`config.mk`:
```
export PLATFORM = sky130hd
export DESIGN_NAME = pls_cell
export DESIGN_NICKNAME = d
export VERILOG_FILES = /design/src/rtl/core/pls_pkg.sv /design/src/rtl/core/pls_cell.sv
export SDC_FILE = /design/constraint.sdc
export NUM_CORES = 1
export LEC_CHECK = 0
export BUFFER_PORTS_ARGS = -buffer_cell sky130_fd_sc_hd__buf_2
export CORE_MARGIN = 10
export CORE_UTILIZATION = 39
export CTS_BUF_LIST = sky130_fd_sc_hd__clkbuf_2
export CTS_CLUSTER_SIZE = 8
export DETAILED_ROUTE_END_ITERATION = 6
export HOLD_SLACK_MARGIN = 0.05
export MAX_ROUTING_LAYER = met4
export PLACE_DENSITY_LB_ADDON = 0.08
export SLEW_MARGIN = 20
export SYNTH_ARGS = -nofsm -noshare
export SYNTH_HDL_FRONTEND = slang
export SYNTH_SLANG_ARGS = --single-unit
```
`constraint.sdc`:
```
create_clock -name clk -period 5.3 [get_ports clk]
set_input_delay 1.06 -clock clk [delete_from_list [all_inputs] [get_ports clk]]
set_output_delay 1.06 -clock clk [all_outputs]
set_load 0.01 [all_outputs]
```
`src/rtl/core/pls_pkg.sv`:
```
// Shared types and constants for the positional list store.
package pls_pkg;

  localparam int POS_W  = 7;
  localparam int DATA_W = 32;
  localparam int CNT_OUT_W = 7;

  typedef enum logic [1:0] {
    CMD_INSERT = 2'd0,
    CMD_UPDATE = 2'd1,
    CMD_DELETE = 2'd2,
    CMD_READ   = 2'd3
  } cmd_t;

  typedef enum logic [1:0] {
    ST_OK    = 2'd0,
    ST_FULL  = 2'd1,
    ST_RANGE = 2'd2,
    ST_EMPTY = 2'd3
  } status_t;

  // Per-cycle action broadcast to every cell
  typedef enum logic [1:0] {
    OP_HOLD   = 2'd0,
    OP_INSERT = 2'd1,
    OP_WRITE  = 2'd2,
    OP_REMOVE = 2'd3
  } cell_op_t;

  typedef struct packed {
    cell_op_t           op;
    logic [POS_W-1:0]   pos;
    logic [DATA_W-1:0]  value;
  } cell_ctrl_t;

endpackage

```
`src/rtl/core/pls_cell.sv`:
```
// One list entry: holds its value and shifts to or from its neighbors.
module pls_cell
  import pls_pkg::*;
#(
  parameter int IDX = 0
) (
  input  logic              clk,
  input  cell_ctrl_t        ctrl,
  input  logic [DATA_W-1:0] left_data,
  input  logic [DATA_W-1:0] right_data,
  output logic [DATA_W-1:0] data,
  output logic [DATA_W-1:0] rd_data
);

  logic [DATA_W-1:0] data_r;
  logic [DATA_W-1:0] data_nxt;
  logic              hit;
  logic              above;

  assign hit   = (32'(ctrl.pos) == 32'(IDX));
  assign above = (32'(ctrl.pos) <  32'(IDX));

  // Select the next entry value from the broadcast action
  always_comb begin
    data_nxt = data_r;
    case (ctrl.op)
      OP_INSERT: begin
        if (above) begin
          data_nxt = left_data;
        end else if (hit) begin
          data_nxt = ctrl.value;
        end
      end
      OP_WRITE: begin
        if (hit) begin
          data_nxt = ctrl.value;
        end
      end
      OP_REMOVE: begin
        if (above || hit) begin
          data_nxt = right_data;
        end
      end
      default: data_nxt = data_r;
    endcase
  end

  // Hold the entry; contents are undefined until first written
  always_ff @(posedge clk) begin
    data_r <= data_nxt;
  end

  assign data    = data_r;
  assign rd_data = hit ? data_r : '0;

endmodule

```
==> metrics <==
critical path type input pin to output port; row cnt 25; simple-gate share of the synthesized area 0.175; dpl hpwl about 4200 um; IR drop worst, VDD roughly 110 uV; initial antenna violation count 0; Detailed Routing Iterations Pass 1 4; Ports 170; Synth Area in Compound Gates 0.00457; RSZ-0062 raised after global routing no; CP Data Arrival Time 2480 ps; synth unique cells 16; Final min period ~3500 ps; setup TNS after final layout 0 ps; peak fanout along the critical path 32; Crit path top cell by count buf_2; min-delay worst type input pin to flip-flop; EDFF count, synth 32; Yosys top cell area share 0.501; Clock Sinks 32; family with the most delay on the worst path simple AND/OR/NAND/NOR gates; first-pass GRT wire length between 8000 and 9000 um; status complete, no violations; clock root cell clkbuf_2; Setup violations, final 0; # nets final 390; main combinational cell family by area after synthesis multiplexers; vias in the first global route about 1700; crit path capture type output port; DRT iter0 DRCs between 40 and 50; post-synth top area cell edfxtp_1; CTS tree done; Finished Layout Cells between 300 and 400; dpl cells 342; HP Start ctrl[12]; cts-stage hold buffer count 0; die height 90.1 um; total length of routed wires 5330 um; largest cells by area after synthesis edfxtp_1 (50%), mux2_2 (19%), nor3_2 (15%), inv_1 (6.7%), buf_2 (1.6%); number of setup buffers added after CTS 0; vias post-DR 1591; Max clock buf depth 2; mux share of post-synthesis cell area 0.188; Leak Pwr between 1 and 1.5 nW; Antenna diodes 0; Pins Over Slew Limit 0; core box area 0.00475 mm^2; slew of the pin with the lowest slew margin roughly 900 ps; worst rel slew slack 0.388; dominant synthesized flop cell edfxtp_1; endpoints failing hold 0; cell area power density about 220 mW/mm^2; H-Tree Depth 2; hold endpoint data[12]; Fmax achieved between 200 and 300 MHz; Syn Std Cell Area 0.00192 mm^2; Crit path buffers/inverters 2; Starting Density 0.403; Switching Share 0.286; DR vias/cell 4.55; WP data required 4240 ps; Synth Net Count ~260; die area 0.00812 mm^2; grt ovf 0; largest net degree at the start of global routing 34; CTS buffer count 5; Max Cap Violations 0; Yosys Warn Count 0; # DRC 0; share of cells above drive strength 1 0.742; Max stage delay on crit path approximately 860 ps; sequential area share after synthesis 0.501; Post-Synth Adder-Cell Area 0.0130; IO buf count ~140; max FFs per register 32; xor-xnor portion of the synthesized cell area 0; clock network fraction of total power 0.194; Routed WL per cell roughly 15 um; Post-Synthesis Cells around 150; async set-reset flop share out of synthesis 0; Flop pwr share 0.563; die width roughly 90 um; # resized after CTS 0; Hold Crit Depth 2; Worst-path clk slew roughly 160 ps; Net Switching 0.000167 W; gpl congestion 0.744; Seq cells post-synth 32; Final period util 0.669; Worst path slowest cell or3_2; combinational power share 0.243; CP cell instances buf_2 > or3_2 > nor3_1 > buf_2; final antenna-violating net count 0; Int Pwr approximately 0.00042 W; Startpoint Class input pin; P&R area growth vs syn 38.8%; Global Route Usage Sum 0.134; syn avg cell area between 10 and 15 um^2
==> layout make-up <==
| cell class | instances | area (um^2) |
|---|---|---|
| well taps | 67 | 83.8 |
| fillers | 463 | 2090 |
| repair buffers | 139 | 701 |
| inverters | 34 | 128 |
| flip-flops and latches | 32 | 961 |
| clock buffers | 7 | 35.0 |
| clock inverters | 1 | 3.75 |
| multi-input cells | 70 | 751 |
==> cells by family after synthesis <==
kind of cell / count (synthesis)
compound gates: 1
buf+inv: 46
simple gates: 35
fa+ha+maj: 2
flops: 32
mux: 32
==> placed cells by master (no fill, tap or decap), drive strengths merged <==
cell type  instances
or4                2
ha                 2
edfxtp            32
nor3              32
clkinv             1
o32ai              1
or3                1
clkbuf             7
inv               34
buf              139
mux2              32
==> worst max path at each step <==
stage	startpoint	end	slack, ps	depth (start not counted)
after floorplan	ctrl[39]	data[0]	720	4
after global placement	ctrl[33]	rd_data[0]	1780	4
after detailed placement	ctrl[33]	rd_data[1]	1740	4
after CTS	ctrl[33]	rd_data[1]	1730	4
after global routing	ctrl[33]	rd_data[0]	1680	4
final	ctrl[33]	rd_data[1]	1760	4
==> routing by layer <==
| metal | up-vias | global-route usage | routed length, um |
|---|---|---|---|
| li1 | 775 | - | - |
| met1 | 731 | 0.144 | 2120 |
| met2 | 77 | 0.225 | 2750 |
| met3 | 8 | 0.0524 | 396 |
| met4 | 0 | 0.0371 | 70 |
| met5 | - | - | 0 |
==> metrics by stage <==
stage	hold WS (ps)	setup slack [ps]	cell area, um^2	total power (W)	util
2_1_floorplan	1280	720	1920	0.000413	-
3_3_place_gp	1360	1780	2620	0.000478	0.552
3_5_place_dp	1360	1740	2620	0.000481	0.552
4_1_cts	963	1730	2660	0.000596	0.560
5_1_grt	935	1680	2660	0.000625	0.560
6_report	996	1760	2660	0.000585	0.560
==> Yosys cell counts, types with 2 or more instances <==
cell,instances
inv_1,34
edfxtp_1,32
mux2_2,32
nor3_2,28
buf_2,6
nor3_1,3
buf_8,2
clkbuf_1,2
ha_1,2
==> power groups by stage <==
stage / Combinational (W) / Sequential (W) / Clock [W]
after floorplan: 0.0000580 / 0.000355 / 0
after global placement: 0.000143 / 0.000334 / 0
after detailed placement: 0.000145 / 0.000335 / 0
after CTS: 0.000146 / 0.000330 / 0.000121
after global routing: 0.000158 / 0.000335 / 0.000133
final: 0.000142 / 0.000329 / 0.000114
(Power assumes the default switching activity.)
